## src/dtsi_pkg.sv

```systemverilog
// Shared types and constants of the decimal text parser.
// No dependencies; used by the front, back and top level.
package dtsi_pkg;

  typedef enum logic [2:0] {
    ST_OK       = 3'd0,
    ST_NOT_NUM  = 3'd1,
    ST_NO_FRAC  = 3'd2,
    ST_TOO_MANY = 3'd3,
    ST_BELOW    = 3'd4,
    ST_ABOVE    = 3'd5
  } status_t;

  typedef enum logic [1:0] {
    REG_MIN_VALUE = 2'd0,
    REG_MAX_VALUE = 2'd1,
    REG_SCALE     = 2'd2,
    REG_MAX_SCALE = 2'd3
  } reg_idx_t;

  localparam logic [7:0] CH_ZERO  = 8'h30;
  localparam logic [7:0] CH_FIVE  = 8'h35;
  localparam logic [7:0] CH_NINE  = 8'h39;
  localparam logic [7:0] CH_MINUS = 8'h2D;
  localparam logic [7:0] CH_DOT   = 8'h2E;

  localparam logic signed [31:0] MIN_VALUE_RST = 32'sh8000_0000;
  localparam logic signed [31:0] MAX_VALUE_RST = 32'sh7FFF_FFFF;
  localparam logic [3:0]         SCALE_RST     = 4'd3;
  localparam logic [7:0]         MAX_SCALE_RST = 8'd5;
  localparam logic [7:0]         FRAC_CNT_MAX  = 8'hFF;

  typedef struct packed {
    logic signed [31:0] min_value;
    logic signed [31:0] max_value;
    logic [3:0]         scale;
    logic [7:0]         max_scale;
  } cfg_t;

  // one finished number handed from the front to the back
  typedef struct packed {
    logic       is_err;
    status_t    code;
    logic       neg;
    logic [7:0] frac_cnt;
  } job_t;

endpackage

```

## src/dtsi_fifo.sv

```systemverilog
// Small flop-based queue with registered pointers and a fill count.
// No package dependencies; used for the job and result queues.
module dtsi_fifo #(
  parameter int WIDTH = 8,
  parameter int DEPTH = 4
) (
  input  logic             clk,
  input  logic             rst,
  input  logic             push,
  input  logic [WIDTH-1:0] wr_data,
  output logic             full,
  input  logic             pop,
  output logic [WIDTH-1:0] rd_data,
  output logic             empty
);

  localparam int AW = (DEPTH > 1) ? $clog2(DEPTH) : 1;
  localparam int CW = $clog2(DEPTH + 1);

  logic [WIDTH-1:0] mem [DEPTH];
  logic [AW-1:0]    wr_ptr;
  logic [AW-1:0]    rd_ptr;
  logic [CW-1:0]    count;
  logic             do_push;
  logic             do_pop;

  function automatic logic [AW-1:0] ptr_inc(input logic [AW-1:0] p);
    return (p == AW'(DEPTH - 1)) ? '0 : p + 1'b1;
  endfunction

  assign do_push = push && !full;
  assign do_pop  = pop && !empty;
  assign full    = (count == CW'(DEPTH));
  assign empty   = (count == '0);
  assign rd_data = mem[rd_ptr];

  always_ff @(posedge clk) begin
    if (rst) begin
      wr_ptr <= '0;
      rd_ptr <= '0;
      count  <= '0;
    end else begin
      if (do_push) wr_ptr <= ptr_inc(wr_ptr);
      if (do_pop)  rd_ptr <= ptr_inc(rd_ptr);
      case ({do_push, do_pop})
        2'b10:   count <= count + CW'(1);
        2'b01:   count <= count - CW'(1);
        default: count <= count;
      endcase
    end
  end

  always_ff @(posedge clk) begin
    if (do_push) mem[wr_ptr] <= wr_data;
  end

endmodule

```

## src/dtsi_front.sv

```systemverilog
// Character front end: parses sign, integer and fraction digits one per cycle
// when fire is high. Uses dtsi_pkg; hands each finished number to the job queue.
module dtsi_front #(
  parameter int VALUE_BITS = 32
) (
  input  logic                  clk,
  input  logic                  rst,
  input  logic                  fire,
  input  logic [7:0]            ch,
  input  dtsi_pkg::cfg_t        cfg,
  output logic                  job_push,
  output dtsi_pkg::job_t        job,
  output logic [VALUE_BITS-1:0] job_acc
);

  typedef enum logic [4:0] {
    P_START = 5'b00001,
    P_SIGN  = 5'b00010,
    P_INT   = 5'b00100,
    P_DOT   = 5'b01000,
    P_FRAC  = 5'b10000
  } phase_t;

  phase_t                phase, phase_next;
  logic [VALUE_BITS-1:0] acc, acc_next;
  logic [7:0]            frac_cnt, frac_cnt_next;
  logic                  neg, neg_next;

  logic                  is_dig;
  logic [3:0]            dig;
  logic [VALUE_BITS-1:0] acc_mac;
  logic [7:0]            scale_ext;
  logic [7:0]            ch_off;

  assign is_dig    = (ch >= dtsi_pkg::CH_ZERO) && (ch <= dtsi_pkg::CH_NINE);
  assign ch_off    = ch - dtsi_pkg::CH_ZERO;
  assign dig       = ch_off[3:0];
  assign acc_mac   = (acc << 3) + (acc << 1) + VALUE_BITS'(dig);
  assign scale_ext = 8'(cfg.scale);

  always_comb begin
    phase_next    = phase;
    acc_next      = acc;
    frac_cnt_next = frac_cnt;
    neg_next      = neg;
    job_push      = 1'b0;
    job.is_err    = 1'b0;
    job.code      = dtsi_pkg::ST_OK;
    job.neg       = neg;
    job.frac_cnt  = frac_cnt;
    job_acc       = acc;
    case (phase)
      P_SIGN, P_INT: begin
        if (is_dig) begin
          acc_next   = acc_mac;
          phase_next = P_INT;
        end else if (ch == dtsi_pkg::CH_DOT) begin
          phase_next = P_DOT;
        end else begin
          job_push = 1'b1;
          if (phase == P_SIGN) begin
            job.is_err = 1'b1;
            job.code   = dtsi_pkg::ST_NOT_NUM;
          end
        end
      end
      P_DOT, P_FRAC: begin
        if (is_dig) begin
          if (frac_cnt < scale_ext) begin
            acc_next = acc_mac;
          end else if (frac_cnt == scale_ext && ch >= dtsi_pkg::CH_FIVE) begin
            acc_next = acc + VALUE_BITS'(1);
          end
          if (frac_cnt != dtsi_pkg::FRAC_CNT_MAX) frac_cnt_next = frac_cnt + 8'd1;
          phase_next = P_FRAC;
        end else begin
          job_push = 1'b1;
          if (phase == P_DOT) begin
            job.is_err = 1'b1;
            job.code   = dtsi_pkg::ST_NO_FRAC;
          end
        end
      end
      default: begin
        // start of a number, also any stray phase code
        acc_next      = '0;
        frac_cnt_next = '0;
        neg_next      = 1'b0;
        phase_next    = P_START;
        if (ch == dtsi_pkg::CH_MINUS) begin
          neg_next   = 1'b1;
          phase_next = P_SIGN;
        end else if (is_dig) begin
          acc_next   = VALUE_BITS'(dig);
          phase_next = P_INT;
        end else if (ch == dtsi_pkg::CH_DOT) begin
          phase_next = P_DOT;
        end else begin
          job_push   = 1'b1;
          job.is_err = 1'b1;
          job.code   = dtsi_pkg::ST_NOT_NUM;
        end
      end
    endcase
    // drop the number once it has been handed off
    if (job_push) begin
      phase_next    = P_START;
      acc_next      = '0;
      frac_cnt_next = '0;
      neg_next      = 1'b0;
    end
    if (!fire) job_push = 1'b0;
  end

  always_ff @(posedge clk) begin
    if (rst) begin
      phase    <= P_START;
      acc      <= '0;
      frac_cnt <= '0;
      neg      <= 1'b0;
    end else if (fire) begin
      phase    <= phase_next;
      acc      <= acc_next;
      frac_cnt <= frac_cnt_next;
      neg      <= neg_next;
    end
  end

endmodule

```

## src/dtsi_back.sv

```systemverilog
// Back end: pads missing fraction digits, applies sign, checks the range.
// Depends on dtsi_pkg; reads the job queue and fills the result queue.
module dtsi_back #(
  parameter int VALUE_BITS = 32
) (
  input  logic                  clk,
  input  logic                  rst,
  input  dtsi_pkg::cfg_t        cfg,
  input  logic                  job_valid,
  input  dtsi_pkg::job_t        job,
  input  logic [VALUE_BITS-1:0] job_acc,
  output logic                  job_pop,
  input  logic                  res_full,
  output logic                  res_push,
  output logic signed [31:0]    res_value,
  output dtsi_pkg::status_t     res_status
);

  localparam int CMPW = (VALUE_BITS > 32) ? VALUE_BITS : 32;

  typedef enum logic [3:0] {
    B_IDLE  = 4'b0001,
    B_PAD   = 4'b0010,
    B_CHECK = 4'b0100,
    B_EMIT  = 4'b1000
  } bstate_t;

  bstate_t               state, state_next;
  logic [VALUE_BITS-1:0] v;
  logic [7:0]            n;
  logic                  neg;

  logic signed [VALUE_BITS-1:0] v_s;
  logic signed [CMPW-1:0]       v_cmp;
  logic [CMPW-1:0]              v_zx;
  logic signed [CMPW-1:0]       min_cmp;
  logic signed [CMPW-1:0]       max_cmp;

  assign v_s     = v;
  assign v_cmp   = CMPW'(v_s);
  assign v_zx    = CMPW'(v);
  assign min_cmp = CMPW'(cfg.min_value);
  assign max_cmp = CMPW'(cfg.max_value);

  assign job_pop  = (state == B_IDLE) && job_valid;
  assign res_push = (state == B_EMIT) && !res_full;

  always_comb begin
    state_next = state;
    case (state)
      B_IDLE: begin
        if (job_valid) begin
          if (job.is_err || job.frac_cnt > cfg.max_scale) state_next = B_EMIT;
          else state_next = B_PAD;
        end
      end
      B_PAD: begin
        if (n >= 8'(cfg.scale)) state_next = B_CHECK;
      end
      B_CHECK: state_next = B_EMIT;
      B_EMIT: begin
        if (!res_full) state_next = B_IDLE;
      end
      default: state_next = B_IDLE;
    endcase
  end

  always_ff @(posedge clk) begin
    if (rst) state <= B_IDLE;
    else     state <= state_next;
  end

  always_ff @(posedge clk) begin
    case (state)
      B_IDLE: begin
        v   <= job_acc;
        n   <= job.frac_cnt;
        neg <= job.neg;
        res_value <= '0;
        if (job.is_err) res_status <= job.code;
        else            res_status <= dtsi_pkg::ST_TOO_MANY;
      end
      B_PAD: begin
        // one times-ten per cycle, then the sign on the way out
        if (n < 8'(cfg.scale)) begin
          v <= (v << 3) + (v << 1);
          n <= n + 8'd1;
        end else if (neg) begin
          v <= '0 - v;
        end
      end
      B_CHECK: begin
        res_value <= v_zx[31:0];
        if (v_cmp < min_cmp)      res_status <= dtsi_pkg::ST_BELOW;
        else if (v_cmp > max_cmp) res_status <= dtsi_pkg::ST_ABOVE;
        else                      res_status <= dtsi_pkg::ST_OK;
      end
      default: begin
        v <= v;
      end
    endcase
  end

endmodule

```

## src/decimal_text_to_scaled_integer_top.sv

```systemverilog
// Top level of the decimal text parser: config registers, front, back, queues.
// Depends on dtsi_pkg, dtsi_fifo, dtsi_front and dtsi_back.
//
// Takes one ASCII character per cycle whenever full is low; full rises only
// when JOB_DEPTH finished numbers are waiting for the back end. Each finished
// number is padded with one multiply-by-ten per missing fraction digit (scale
// minus fraction digits seen, when positive), then range checked; format
// errors skip both. The padding multiply-by-ten loop in the back end is
// what sets the result rate; the job queue absorbs bursts of short numbers and
// the result queue of OUT_DEPTH entries lets the consumer stall on its own.
// Results are read queue style: value and status are valid while empty is low.
module decimal_text_to_scaled_integer_top #(
  parameter int VALUE_BITS = 32,
  parameter int JOB_DEPTH  = 4,
  parameter int OUT_DEPTH  = 2
) (
  input  logic               clk,
  input  logic               rst,
  input  logic               push,
  output logic               full,
  input  logic [7:0]         ch,
  output logic               empty,
  input  logic               pop,
  output logic signed [31:0] value,
  output logic [2:0]         status,
  input  logic               cfg_valid,
  output logic               cfg_ready,
  input  logic [1:0]         cfg_index,
  input  logic [31:0]        cfg_data
);

  localparam int JOBW = $bits(dtsi_pkg::job_t) + VALUE_BITS;
  localparam int RESW = 32 + $bits(dtsi_pkg::status_t);

  dtsi_pkg::cfg_t        cfg;
  logic                  fire;
  logic                  job_push;
  dtsi_pkg::job_t        job_in;
  logic [VALUE_BITS-1:0] acc_in;
  logic                  job_full;
  logic                  job_empty;
  logic                  job_pop;
  logic [JOBW-1:0]       job_rd;
  dtsi_pkg::job_t        job_out;
  logic [VALUE_BITS-1:0] acc_out;
  logic                  res_full;
  logic                  res_push;
  logic signed [31:0]    res_value;
  dtsi_pkg::status_t     res_status;
  logic [RESW-1:0]       res_rd;

  assign cfg_ready = 1'b1;

  always_ff @(posedge clk) begin
    if (rst) begin
      cfg.min_value <= dtsi_pkg::MIN_VALUE_RST;
      cfg.max_value <= dtsi_pkg::MAX_VALUE_RST;
      cfg.scale     <= dtsi_pkg::SCALE_RST;
      cfg.max_scale <= dtsi_pkg::MAX_SCALE_RST;
    end else if (cfg_valid && cfg_ready) begin
      case (dtsi_pkg::reg_idx_t'(cfg_index))
        dtsi_pkg::REG_MIN_VALUE: cfg.min_value <= cfg_data;
        dtsi_pkg::REG_MAX_VALUE: cfg.max_value <= cfg_data;
        dtsi_pkg::REG_SCALE:     cfg.scale     <= cfg_data[3:0];
        dtsi_pkg::REG_MAX_SCALE: cfg.max_scale <= cfg_data[7:0];
        default:                 cfg <= cfg;
      endcase
    end
  end

  assign full = job_full;
  assign fire = push && !job_full;

  dtsi_front #(.VALUE_BITS(VALUE_BITS)) u_front (
    .clk      (clk),
    .rst      (rst),
    .fire     (fire),
    .ch       (ch),
    .cfg      (cfg),
    .job_push (job_push),
    .job      (job_in),
    .job_acc  (acc_in)
  );

  dtsi_fifo #(.WIDTH(JOBW), .DEPTH(JOB_DEPTH)) u_job_q (
    .clk     (clk),
    .rst     (rst),
    .push    (job_push),
    .wr_data ({job_in, acc_in}),
    .full    (job_full),
    .pop     (job_pop),
    .rd_data (job_rd),
    .empty   (job_empty)
  );

  assign {job_out, acc_out} = job_rd;

  dtsi_back #(.VALUE_BITS(VALUE_BITS)) u_back (
    .clk        (clk),
    .rst        (rst),
    .cfg        (cfg),
    .job_valid  (!job_empty),
    .job        (job_out),
    .job_acc    (acc_out),
    .job_pop    (job_pop),
    .res_full   (res_full),
    .res_push   (res_push),
    .res_value  (res_value),
    .res_status (res_status)
  );

  dtsi_fifo #(.WIDTH(RESW), .DEPTH(OUT_DEPTH)) u_res_q (
    .clk     (clk),
    .rst     (rst),
    .push    (res_push),
    .wr_data ({res_value, res_status}),
    .full    (res_full),
    .pop     (pop),
    .rd_data (res_rd),
    .empty   (empty)
  );

  assign value  = res_rd[RESW-1:3];
  assign status = res_rd[2:0];

endmodule

```

## config.mk

```make
export PLATFORM = sky130hd
export DESIGN_NAME = decimal_text_to_scaled_integer_top
export DESIGN_NICKNAME = d
export VERILOG_FILES = /design/src/dtsi_pkg.sv /design/src/dtsi_fifo.sv /design/src/dtsi_front.sv /design/src/dtsi_back.sv /design/src/decimal_text_to_scaled_integer_top.sv
export SDC_FILE = /design/constraint.sdc
export NUM_CORES = 1
export LEC_CHECK = 0
export BUFFER_PORTS_ARGS = -buffer_cell sky130_fd_sc_hd__buf_4
export CAP_MARGIN = 20
export CORE_ASPECT_RATIO = 1.75
export CORE_MARGIN = 4
export CORE_UTILIZATION = 30
export DETAILED_ROUTE_END_ITERATION = 12
export PLACE_DENSITY = 0.49
export SYNTH_ARGS = -nofsm -noshare
export SYNTH_HDL_FRONTEND = slang
export SYNTH_SLANG_ARGS = --single-unit
```

## constraint.sdc

```tcl
create_clock -name clk -period 4.63 [get_ports clk]
set_clock_uncertainty 0.1 [all_clocks]
set_input_delay 0.2315 -clock clk [delete_from_list [all_inputs] [get_ports clk]]
set_output_delay 0.2315 -clock clk [all_outputs]
set_load 0.03 [all_outputs]
```

======== Word level (Yosys, flattened, before mapping) ========
Memory sizes are Yosys's and may differ from the RTL's. A register that Yosys moved wholly into a read port is not among the register bits.
Cells that the tools add are included.
W data, S select, Z words.
cells by class
  $add $sub $neg .......................... 16
  multipliers ............................. 0
  divide/modulo/power cells ............... 0
  $lt $le $gt $ge ......................... 9
  equal/unequal tests ..................... 35
  shifts and indexed selects .............. 0
  muxes and demuxes ....................... 67
  bitwise logic cells ..................... 0
  reductions and logical operators ........ 35
operator list
  cell                     number
  $mux W32                 8
  $pmux W32 S2             3
  $add A32 B32 Y32         2
  $mux W4                  14
  $add A32 B1 Y32 const B  1
  $add A32 B4 Y32          1
  $gt A32 B32 Y1           1
  $lt A32 B32 Y1           1
  $mux W8                  4
  $pmux W8 S2              2
  $sub A1 B32 Y32 const A  1
  $mux W5                  6
  $add A8 B1 Y8 const B    2
  $eq A8 B6 Y1 const B     2
  $ge A8 B6 Y1 const B     2
  $lt A8 B4 Y1             2
  $mux W1                  16
  $pmux W4 S4              1
  $eq A2 B2 Y1 const B     7
  $reduce_and A2 Y1        7
  $ne A3 B1 Y1 const B     4
  $pmux W3 S2              2
  $pmux W5 S2              1
  $logic_and A1 B1 Y1      9
  other kinds (38)         63
word-level totals
  flip-flop bits (word level) ............. 213
  bits in latches ......................... 0
  memory bits (writable) .................. 250
  memory bits (read-only) ................. 0
  input bits .............................. 47
  output and inout bits ................... 38
  logic and storage cells ................. 184
  memories ................................ 2
memories
  memory       words  bits a word  read ports  clocked after Yosys merged registers in  write ports  RTL line         RTL
  u_job_q.mem  4      45           1           1                                        1            dtsi_fifo.sv:20  logic [WIDTH-1:0] mem [DEPTH];
  u_res_q.mem  2      35           1           1                                        1            dtsi_fifo.sv:20

======== Depth between registers and ports, before layout ========
Gate-level depths: netlist of the first run.
  depth in word-level cells ............... 9
  mapped depth ............................ 15
  mapped depth without buffers ............ 14

======== Modules after synthesis ========
From an unflattened synthesis of the first run, not the netlist that was laid out.
unflattened totals
  cell total of the unflattened synthesis .. 2297
  area total of the unflattened synthesis .. 25503.2 µm²
by module, submodules not included
  module                              times used  cells each  area an instance (µm²)
  dtsi_back                           1           882         7543.5
  dtsi_fifo (u_job_q)                 1           289         6988.0
  dtsi_front                          1           668         5058.6
  decimal_text_to_scaled_integer_top  1           323         3173.0
  dtsi_fifo (u_res_q)                 1           135         2740.1

======== Worst setup path after synthesis of the first run ========
OpenSTA, ideal clock, no wires.
  path type ............................... register -> register
  start ................................... register u_front.acc[0] (netlist: u_front.job_acc[0])
  end ..................................... register u_front.acc[24] (netlist: u_front.job_acc[24])
  library setup time ...................... 0.117 ns
  arrival time ............................ 3.484 ns
  data required time ...................... 4.413 ns
  path slack .............................. 0.929 ns
  stages on the path, launching flop included .. 15
  path buffers ............................ 0
  period minus slack after synthesis ...... 3.701 ns
  path through ............................ dfxtp_1 inv_1 fa_1 inv_1 fa_1 a21o_1 a21o_1 a2111o_1 a2111oi_0 or3_1 o21ai_0 a221oi_1 xnor2_1 a21oi_1 nor2_1
on the way
  cells in the longest elaborated chain, start to end .. 6
  elaborated cells between the ends (all ways) .. 9
ends and longest elaborated chain
  item                                                 RTL line                            RTL
  from (decl)                                          dtsi_front.sv:25                    logic [VALUE_BITS-1:0] acc, acc_next;
  from (signal assigned)                               dtsi_front.sv:123                   acc <= acc_next;
  $add A32 B32 Y32 or $add A32 B1 Y32 (tied branches)  dtsi_front.sv:38, dtsi_front.sv:72
  $add A32 B4 Y32 or $mux W32 (tied branches)          dtsi_front.sv:38, dtsi_front.sv:71
  $mux W32                                             dtsi_front.sv:69                    if (frac_cnt < scale_ext) begin
  $mux W32                                             dtsi_front.sv:68                    if (is_dig) begin
  $pmux W32 S2 (*)                                     dtsi_front.sv:52                    case (phase)
  $mux W32 (*)                                         dtsi_front.sv:106                   if (job_push) begin
Mark *: on every way between the ends. The rest lies on a longest branch, timed or not. The select of a mux whose other input is x is not followed.
A chain may end at the register's enable or synchronous reset.

======== Final worst setup path of the first run ========
  start ................................... register u_front.acc[1] (netlist: u_front.job_acc[1])
  end ..................................... register u_front.acc[30] (netlist: u_front.job_acc[30])
Same word-level chain as after synthesis.

==> run_results.csv, run 1 <==
group,metric,value,unit
status,status,"completed",
floorplanning,io_pins,85,
critical_path,setup.worst_path.class,"reg -> reg",
clock_tree,cts-root-buf,"clkbuf_16",
route,viasPerCell,5.12,
global_routing,grtUsageMet2,29.5,%
timing,worstMarginPinSlew,1.01,ns
pwr,power_frac_comb,33.7,%
global_routing,grt.busiest_layer,"met2",
route,totalWireLength,65700,microns
global_routing,use_met3,1.68,%
clock_tree,clk_latency,0.58,ns
timing,min_period_over_period,87.3,%
critical_path,end_kind,"flop",
synthesis,synth_compound_area_share,13.2,%
cells_and_area,n_fill_cell,7888,
synthesis,synth-main-ff-cell,"edfxtp_1",
global_routing,grt_use_total,15.0,%
critical_path,cp_top_family,"compound AO/OA/AOI/OAI gates",
cells_and_area,drive_above_1_share,12.8,%
pwr,p_sw,5240,uW
clock_tree,cts_made_buffers,45,
synthesis,synthMuxAreaShare,6.00,%
synthesis,synth_xor_area_share,3.54,%
route,drc,0,
cells_and_area,final_util,35.2,%
synthesis,synth_top_family_by_area,"simple AND/OR/NAND/NOR gates",
cells_and_area,diodes,0,
cells_and_area,layout.nets,2558,
critical_path,worst-path-buf-inv,0,
pwr,seqPwrFrac,40.3,%
critical_path,slowest_delay,0.51,ns
synthesis,synth_edf_count,322,
global_routing,grt_pass1_wl,103000,microns
pwr,pwr-share-clk,26.0,%
synthesis,ys_types,77,
route,wire_per_inst,19.3,microns
cells_and_area,ff_latch_area,12500,sq um
timing,rsz0062_at_grt,"no",
run,maxCapViolCount,0,
critical_path,worst_ep_arrival_time,4.40,ns
timing,slew_viol_final,0,
pwr,p_sw_share,35.4,%
route,ant_nets,0,
pwr,ir_drop,0.296,mV
placed_design,place.port_buffers,83,
floorplanning,die_h,384,microns
placed_design,dpl.hpwl,47600,microns
clock_tree,htreeDepth,2,
synthesis,synthSimpleGateAreaFrac,13.3,%
synthesis,netlist_area,24300,sq um
critical_path,worst-path-max-fanout,10,
clock_tree,cts.path.max_buffers,3,
critical_path,crit_slowest_cell,"dfxtp_1",
synthesis,synth_area_per_cell,11.0,sq um
placed_design,gp_congestion,0.870,
timing,fin_crit,4.04,ns
timing,setup_viol_count_final,0,
timing,timing.final.ws_setup,0.587,ns
clock_tree,postCtsSetupBuffers,0,
critical_path,crit_path_start_kind,"flop",
global_routing,grt_pass1_vias,18100,
hold_path,hold_class,"in -> reg",
clock_tree,cts_tree,"yes",
synthesis,async_flop_share,0,%
synthesis,yosysSeqAreaShare,51.4,%
clock_tree,clock_sinks,462,
timing,fmax,247,MHz
floorplanning,initial_core_util,30.4,%
global_routing,grt_overflow,0,
synthesis,synth-seq-cells,462,
timing,hold_viol_final,0,
cells_and_area,multiInputGateArea,11100,sq um
floorplanning,coreArea,79900,sq um
pwr,p_int,9580,uW
pwr,powerDensity,527,nW/um^2
route,drt_iter0_drc,935,
critical_path,crit_chain,"ha_1, ha_1, fa_1, a21o_1, a21o_1, a2111o_1, a21oi_1, nor2b_1, a31oi_1, o21ai_0, a31oi_1, xor2_1, o211ai_1",
clock_tree,clk_pin_slew,0.07,ns
floorplanning,rows,137,
synthesis,synth_fa_ha_area_share,9.41,%
route,drt_pre_antenna_iters,5,
placed_design,post-place-ws,0.609,ns
pwr,power,14800,uW
timing,relSlewSlack,32.8,%
cells_and_area,area_growth,15.9,%
timing,tns,0,ns
global_routing,grt_max_degree,84,
synthesis,syn_inst,2213,
synthesis,synth_nets,2440,
global_routing,grt_antenna_before_repair,0,
critical_path,cp_data_required_time,4.99,ns
timing,whs,0.0218,ns
global_routing,grtUsageMet1,16.3,%
pwr,leakagePower,0.0108,uW
route,vias,17400,
floorplanning,die_area,85600,sq um
floorplanning,die_w,223,microns
synthesis,ys.warnings.count,0,
## power groups by stage
stage,logic [uW],clock network [uW],registers [uW]
global route,5590,4150,6060
floorplan,3690,0,5730
global placement,4920,0,6040
CTS,5060,3980,5980
finish,4990,3860,5980
detailed placement,5000,0,6070
## worst register-to-register path, stage by stage (launching register included)
cell and delay [ns]:
dfxtp_1 0.51, ha_1 0.31, ha_1 0.25, fa_1 0.42, a21o_1 0.19, a21o_1 0.21
a2111o_1 0.48, a21oi_1 0.23, nor2b_1 0.12, a31oi_1 0.39, o21ai_0 0.23, a31oi_1 0.23
xor2_1 0.16, o211ai_1 0.09
## flip-flops by register name, indices dropped and copies added, names as in the netlist, 4 cells and up, named ones only
| register | count |
|---|---|
| u_res_q.mem | 70 |
| u_front.phase | 5 |
| u_back.state | 4 |
| u_front.job_acc | 32 |
| cfg | 76 |
| u_back.res_value | 32 |
| u_front.frac_cnt | 8 |
| u_job_q.mem | 176 |
| u_back.v | 32 |
| u_back.n | 8 |
## cell usage after synthesis, drive strengths merged, types with 4 or more instances
master	n	area share, %
a211o	36	1.3
a211oi	14	0.43
a21o	44	1.4
a21oi	178	3.7
a221oi	7	0.25
a22oi	8	0.25
a31oi	20	0.52
and2	40	1.0
and3	31	0.80
buf	19	0.36
clkbuf	69	1.1
dfxtp	140	12
edfxtp	322	40
fa	4	0.33
ha	176	9.1
inv	108	1.7
mux2	35	1.6
mux2i	7	0.29
mux4	44	4.1
nand2	207	3.2
nand2b	18	0.46
nand3	44	0.91
nand3b	8	0.25
nand4	23	0.59
nor2	183	2.8
nor2b	16	0.41
nor3	23	0.50
nor3b	7	0.22
nor4	15	0.39
nor4b	4	0.14
o211ai	12	0.37
o21a	12	0.37
o21ai	131	2.7
o21bai	8	0.25
o22ai	10	0.26
o31ai	4	0.12
o32ai	6	0.22
or2	7	0.19
or3	24	0.62
or3b	6	0.22
or4	7	0.25
xnor2	50	1.8
xor2	48	1.7
## cell usage in the layout (no fill, tap or decap), types with 39 or more instances in the layout
master     count
edfxtp_1     322
nand2_1      207
nor2_1       181
a21oi_1      178
ha_1         176
dfxtp_1      137
o21ai_0      127
buf_4        120
inv_1        108
xnor2_1       50
xor2_1        48
clkbuf_16     45
mux4_2        44
nand3_1       44
a21o_1        44
and2_1        39
## worst paths after layout
kind                                      startpoint             endpoint  slack, ns  cells past startpoint
worst max register to register    u_front.job_acc[1]  u_front.job_acc[30]       0.59                     13
worst min-delay path                           ch[2]   u_front.job_acc[2]       0.02                      5
worst min register to register  u_back.res_value[12]   u_res_q.mem[1][15]       0.35                      0
worst max-delay path              u_front.job_acc[1]  u_front.job_acc[30]       0.59                     13
## through the flow
stage,area [sq um],std cells
after global routing,28100,3410
after detailed placement,26200,3289
final,28100,3410
after CTS,28100,3410
after floorplan,24300,2213
after global placement,26200,3287
## final cells by class
type                            instances  share of cell area (%)
Clock buffer                           51                    4.09
Timing Repair Buffer                  159                    4.66
Clock inverter                         33                    1.38
Inverter                              108                    1.44
Multi-Input combinational cell       1555                    39.4
Sequential cell                       462                    44.4
Tap cell                             1042                    4.64
## metal layers
layer	routed length, microns	part of all wire, %
met1	25400	39
met2	35600	54
met3	2110	3.2
met4	2600	3.9
met5	0	0
## logic make-up (layout without fill, tap and decap cells)
group / Yosys count / count (layout)
flip-flops: 462 / 462
multiplexers: 86 / 86
other: 1 / 1
XOR/XNOR: 98 / 98
AND/OR/NAND/NOR: 670 / 670
adder cells (fa/ha/maj): 180 / 180
buffers and inverters: 196 / 351
AO/OA/AOI/OAI: 520 / 520
## repair_timing
item,CTS,global route
hold endpoints to repair,79,0
hold buffers,37,0
gates resized for setup,0,0
Power figures use the tool's default switching activity.
==> inputs of run 2 (changes only) <==
--- a/config.mk
+++ b/config.mk
@@ -10,6 +10,7 @@
 export CORE_ASPECT_RATIO = 1.75
 export CORE_MARGIN = 4
 export CORE_UTILIZATION = 30
+export CTS_BUF_LIST = sky130_fd_sc_hd__clkbuf_2
 export DETAILED_ROUTE_END_ITERATION = 12
 export PLACE_DENSITY = 0.49
 export SYNTH_ARGS = -nofsm -noshare
==> run_results.csv, run 2 (synthesis gave the netlist of run 1 again) <==
group,metric,value,unit
status,status,"completed",
critical_path,crit_path_start_kind,"flop",
pwr,ir_drop,0.215,mV
floorplanning,coreArea,79900,sq um
clock_tree,cts_made_buffers,105,
global_routing,grt_overflow,0,
hold_path,hold_class,"in -> reg",
cells_and_area,area_growth,17.6,%
clock_tree,clock_sinks,462,
route,drc,0,
critical_path,worst-path-max-fanout,10,
critical_path,worst-path-buf-inv,0,
timing,min_period_over_period,87.8,%
route,vias,18300,
cells_and_area,layout_common_cells,"edfxtp_1 (322), nand2_1 (207), nor2_1 (181), a21oi_1 (178), ha_1 (176)",
global_routing,grt_max_degree,84,
cells_and_area,layout.nets,2708,
critical_path,cp-startpoint,"u_front.job_acc[1]",
cells_and_area,layoutNonFillerInstCount,3612,
critical_path,setup.worst_path.class,"reg -> reg",
timing,setup_viol_count_final,0,
pwr,leakagePower,0.0112,uW
pwr,p_sw,5270,uW
critical_path,cp_top_family,"compound AO/OA/AOI/OAI gates",
critical_path,cp_data_required_time,5.62,ns
clock_tree,clk_pin_slew,0.11,ns
route,ant_nets,0,
timing,rsz0062_at_grt,"no",
critical_path,worst_ep_arrival_time,5.05,ns
timing,slew_viol_final,0,
timing,hold_viol_final,0,
cells_and_area,reg.largest.list,"u_job_q.mem x176, cfg x76, u_res_q.mem x70",
timing,fin_crit,4.06,ns
route,drt_pre_antenna_iters,5,
critical_path,reg2reg_slack,0.57,ns
cells_and_area,layout_commonest_cell,"edfxtp_1",
floorplanning,io_pins,85,
pwr,pwr-share-clk,19.8,%
placed_design,dpl.hpwl,47600,microns
route,drt_iter0_drc,847,
timing,worstMarginPinSlew,1.06,ns
critical_path,worst-r2r-cell-count,13,
placed_design,dp.cells,3289,
cells_and_area,largest_register_ffs,176,
run,maxCapViolCount,0,
clock_tree,htreeDepth,3,
pwr,power,13800,uW
timing,relSlewSlack,29.0,%
global_routing,grt_antenna_before_repair,2,
floorplanning,initial_core_util,30.4,%
timing,fmax,246,MHz
pwr,p_int,8480,uW
cells_and_area,n_fill_cell,8014,
clock_tree,cts-root-buf,"clkbuf_2",
clock_tree,cts.path.max_buffers,3,
route,wire_per_inst,18.8,microns
global_routing,grt_use_total,15.7,%
critical_path,crit_chain,"ha_1, ha_1, fa_1, a21o_1, a21o_1, a2111o_1, a21oi_1, nor2b_1, a31oi_1, o21ai_0, a31oi_1, xor2_1, o211ai_1",
clock_tree,clk_latency,1.18,ns
pwr,seqPwrFrac,43.4,%
route,viasPerCell,5.06,
cells_and_area,drive_above_1_share,15.7,%
critical_path,crit_end,"u_front.job_acc[30]",
global_routing,grt_pass1_vias,19300,
cells_and_area,largest_register,"u_job_q.mem",
cells_and_area,fin_area,28500,sq um
placed_design,gp_congestion,0.870,
clock_tree,cts_resized,0,
critical_path,r2r_end,"u_front.job_acc[30]",
timing,tns,0,ns
global_routing,grt_pass1_wl,106000,microns
critical_path,cp_num_cells,13,
placed_design,dpl_cell_area,26200,sq um
critical_path,crit_slowest_cell,"dfxtp_1",
critical_path,slowest_delay,0.55,ns
floorplanning,rows,137,
clock_tree,cts_tree,"yes",
critical_path,end_kind,"flop",
critical_path,r2r-start,"u_front.job_acc[1]",
floorplanning,die_h,384,microns
route,totalWireLength,67800,microns
placed_design,place.port_buffers,83,
pwr,power_frac_comb,36.8,%
floorplanning,die_area,85600,sq um
floorplanning,die_w,223,microns
pwr,powerDensity,482,nW/um^2
pwr,p_sw_share,38.3,%
## run 2: cell types whose count changed in the layout (fill, tap and decap cells not counted), sizes merged
cell | before | now
buf | 122 | 123
bufinv | 7 | 3
clkbuf | 51 | 152
clkinv | 17 | 34
clkinvlp | 4 | 3
diode | 0 | 2
dlygate4sd3 | 37 | 126
inv | 113 | 110
## run 2: layout make-up
cell class | count | area [sq um] | area share (%)
flip-flops and latches | 462 | 12500 | 43.7
multi-input cells | 1555 | 11100 | 38.8
repair buffers | 249 | 2230 | 7.82
well taps | 1042 | 1300 | 4.57
clock buffers | 152 | 761 | 2.67
inverters | 108 | 405 | 1.42
clock inverters | 42 | 265 | 0.930
diodes | 2 | 5.00 | 0.0175
## run 2: worst reg2reg max path: stages (launching register included)
cell	delay (ns)
dfxtp_1	0.55
ha_1	0.31
ha_1	0.25
fa_1	0.42
a21o_1	0.19
a21o_1	0.21
a2111o_1	0.48
a21oi_1	0.23
nor2b_1	0.12
a31oi_1	0.38
o21ai_0	0.23
a31oi_1	0.23
xor2_1	0.16
o211ai_1	0.09
## run 2: per-stage QoR
step                      util [%]  setup slack, ns  hold WS [ns]
after floorplan                  -            0.929         0.249
after global placement        32.8            0.637         0.324
after detailed placement      32.8            0.609         0.330
after CTS                     35.7            0.575        0.0700
after global routing          35.7            0.318         0.224
final                         35.7            0.566         0.266
## run 2: how the worst min path moves through the flow
stage | from | slack (ns) | to | depth (start not counted)
CTS | ch[2] | 0.07 | u_front.job_acc[2] | 8
global placement | u_back.res_value[18] | 0.32 | u_res_q.mem[0][21] | 0
finish | ch[2] | 0.27 | u_front.job_acc[2] | 8
floorplan | cfg_data[1] | 0.25 | cfg[13] | 1
detailed placement | u_back.res_value[23] | 0.33 | u_res_q.mem[0][26] | 0
global route | cfg_data[20] | 0.22 | cfg[32] | 4
## run 2: per-layer routing
metal,track usage (%),up-vias,wire (microns)
li1,-,8773,-
met1,16.1,8910,25600
met2,30.4,432,36900
met3,2.76,153,2470
met4,7.28,0,2870
met5,0,-,0
## run 2: power by group through the flow
stage | sequential [uW] | combinational [uW] | clock (uW)
after floorplan | 5730 | 3690 | 0
after global placement | 6040 | 4920 | 0
after detailed placement | 6070 | 5000 | 0
after CTS | 5980 | 5120 | 2880
after global routing | 6060 | 5660 | 3090
final | 5970 | 5060 | 2730
## run 2: timing repair
| action | in CTS | in global routing |
|---|---|---|
| setup endpoints to repair | 0 | 0 |
| hold buffers | 127 | 0 |
| buffers inserted | 0 | 0 |
| hold endpoints to repair | 220 | 0 |
==> inputs of run 3 (changes only) <==
--- a/config.mk
+++ b/config.mk
@@ -12,7 +12,8 @@
 export CORE_UTILIZATION = 30
 export CTS_BUF_LIST = sky130_fd_sc_hd__clkbuf_2
 export DETAILED_ROUTE_END_ITERATION = 12
-export PLACE_DENSITY = 0.49
+export PLACE_DENSITY = 0.53
+export SLEW_MARGIN = 5
 export SYNTH_ARGS = -nofsm -noshare
 export SYNTH_HDL_FRONTEND = slang
 export SYNTH_SLANG_ARGS = --single-unit
==> run_results.csv, run 3 (synthesis gave the netlist of run 1 again) <==
group,metric,value,unit
floorplanning,die_h,384,microns
route,drc,0,
cells_and_area,layout_commonest_cell,"edfxtp_1",
clock_tree,cts-root-buf,"clkbuf_2",
floorplanning,io_pins,85,
timing,fin_crit,4.26,ns
floorplanning,rows,137,
clock_tree,clock_sinks,462,
global_routing,grt_overflow,0,
cells_and_area,reg.largest.list,"u_job_q.mem x176, cfg x76, u_res_q.mem x70",
placed_design,gp_congestion,0.902,
timing,relSlewSlack,37.9,%
run,maxCapViolCount,0,
route,totalWireLength,66200,microns
clock_tree,htreeDepth,3,
route,drt_iter0_drc,902,
critical_path,worst-path-buf-inv,2,
global_routing,grt_pass1_vias,19200,
cells_and_area,largest_register_ffs,176,
floorplanning,initial_core_util,30.4,%
critical_path,crit_path_start_kind,"flop",
clock_tree,clk_latency,1.09,ns
floorplanning,coreArea,79900,sq um
route,drt_pre_antenna_iters,5,
floorplanning,die_w,223,microns
placed_design,dpl.hpwl,46600,microns
route,viasPerCell,5.11,
pwr,ir_drop,0.209,mV
timing,whs,0.146,ns
critical_path,worst_ep_arrival_time,5.08,ns
timing,min_period_over_period,92.0,%
cells_and_area,layout_common_cells,"edfxtp_1 (322), nand2_1 (207), nor2_1 (181), a21oi_1 (178), ha_1 (176)",
placed_design,place.port_buffers,83,
clock_tree,cts.path.max_buffers,3,
cells_and_area,area_growth,17.0,%
clock_tree,cts_made_buffers,103,
critical_path,end_kind,"flop",
route,ant_nets,0,
critical_path,setup.worst_path.class,"reg -> reg",
critical_path,crit_slowest_cell,"fa_1",
timing,slew_viol_final,0,
critical_path,crit_chain,"inv_1, fa_1, inv_1, fa_1, a21o_1, a21o_1, a2111o_1, a2111oi_0, or3_1, o21ai_0, a221oi_1, xnor2_1, a21oi_1, nor2_1",
timing,setup_viol_count_final,0,
cells_and_area,layout.nets,2691,
cells_and_area,final_util,35.5,%
route,wire_per_inst,18.4,microns
clock_tree,cts_tree,"yes",
cells_and_area,layoutNonFillerInstCount,3597,
hold_path,hold_class,"in -> reg",
timing,fmax,235,MHz
cells_and_area,drive_above_1_share,15.7,%
critical_path,worst-path-max-fanout,11,
timing,worstMarginPinSlew,0.931,ns
timing,tns,0,ns
floorplanning,die_area,85600,sq um
clock_tree,postCtsSetupBuffers,0,
global_routing,grt_antenna_before_repair,2,
global_routing,grt_pass1_wl,104000,microns
pwr,powerDensity,485,nW/um^2
clock_tree,clk_pin_slew,0.13,ns
pwr,power,13800,uW
timing,hold_viol_final,0,
critical_path,cp_top_family,"compound AO/OA/AOI/OAI gates",
route,vias,18400,
timing,rsz0062_at_grt,"no",
pwr,leakagePower,0.0111,uW
global_routing,grt_use_total,15.1,%
critical_path,slowest_delay,0.51,ns
cells_and_area,largest_register,"u_job_q.mem",
cells_and_area,n_fill_cell,8054,
placed_design,dp.cells,3290,
critical_path,cp_data_required_time,5.45,ns
status,status,"completed",
global_routing,grt_max_degree,49,
[run 3: cell count changes in the layout (fill, tap and decap cells not counted), sizes merged]
cell / change
buf: +2
bufinv: +1
clkbuf: -3
clkinv: +5
clkinvlp: -2
diode: -1
dlygate4sd3: -17
[run 3: where the power goes]
group	switching (uW)	internal, uW
registers	700	5270
logic	2890	2130
clock network	1650	1110
[run 3: path summary, 6_finish.rpt]
check                                           from  depth (start not counted)                  end  slack (ns)
worst max-delay path              u_front.job_acc[0]                         14  u_front.job_acc[24]        0.37
worst min register to register  u_back.res_value[24]                          0   u_res_q.mem[0][27]        0.32
worst max register to register    u_front.job_acc[0]                         14  u_front.job_acc[24]        0.37
worst min-delay path                           ch[2]                          6   u_front.job_acc[2]        0.15
[run 3: stage by stage]
step,setup slack (ns),cell area (sq um)
5_1_grt,0.115,28400
2_1_floorplan,0.929,24300
3_5_place_dp,0.422,26200
4_1_cts,0.334,28300
6_report,0.370,28400
3_3_place_gp,0.460,26200
[run 3: worst min-delay path, delay by kind of cell]
| family | cells | cell delay, ns |
|---|---|---|
| buffers and inverters | 2 | 0.68 |
| and+or+nand+nor | 2 | 0.16 |
| AOI/OAI and AO/OA | 2 | 0.14 |
[run 3: final cells by class]
type                       count  area, sq um  area share (%)
inverter                     108          405            1.43
antenna                        1         2.50         0.00882
tap                         1042         1300            4.59
multi-input combinational   1555        11100            39.0
clock inverter                46          303            1.07
sequential                   462        12500            44.0
clock buffer                 149          746            2.63
timing repair buffer         234         2070            7.28
[run 3: layer usage]
metal,global-route usage [%],vias to the layer above,part of all wire (%)
met4,6.94,2,3.8
met5,0,-,0.020
met2,29.7,462,55
li1,-,8774,-
met1,15.5,8982,37
met3,2.49,143,4.1
[run 3: repair_timing]
action / CTS / global route
hold endpoints to repair: 156 / 0
resized for setup: 0 / 1
hold buffers: 109 / 0
setup endpoints to repair: 0 / 1
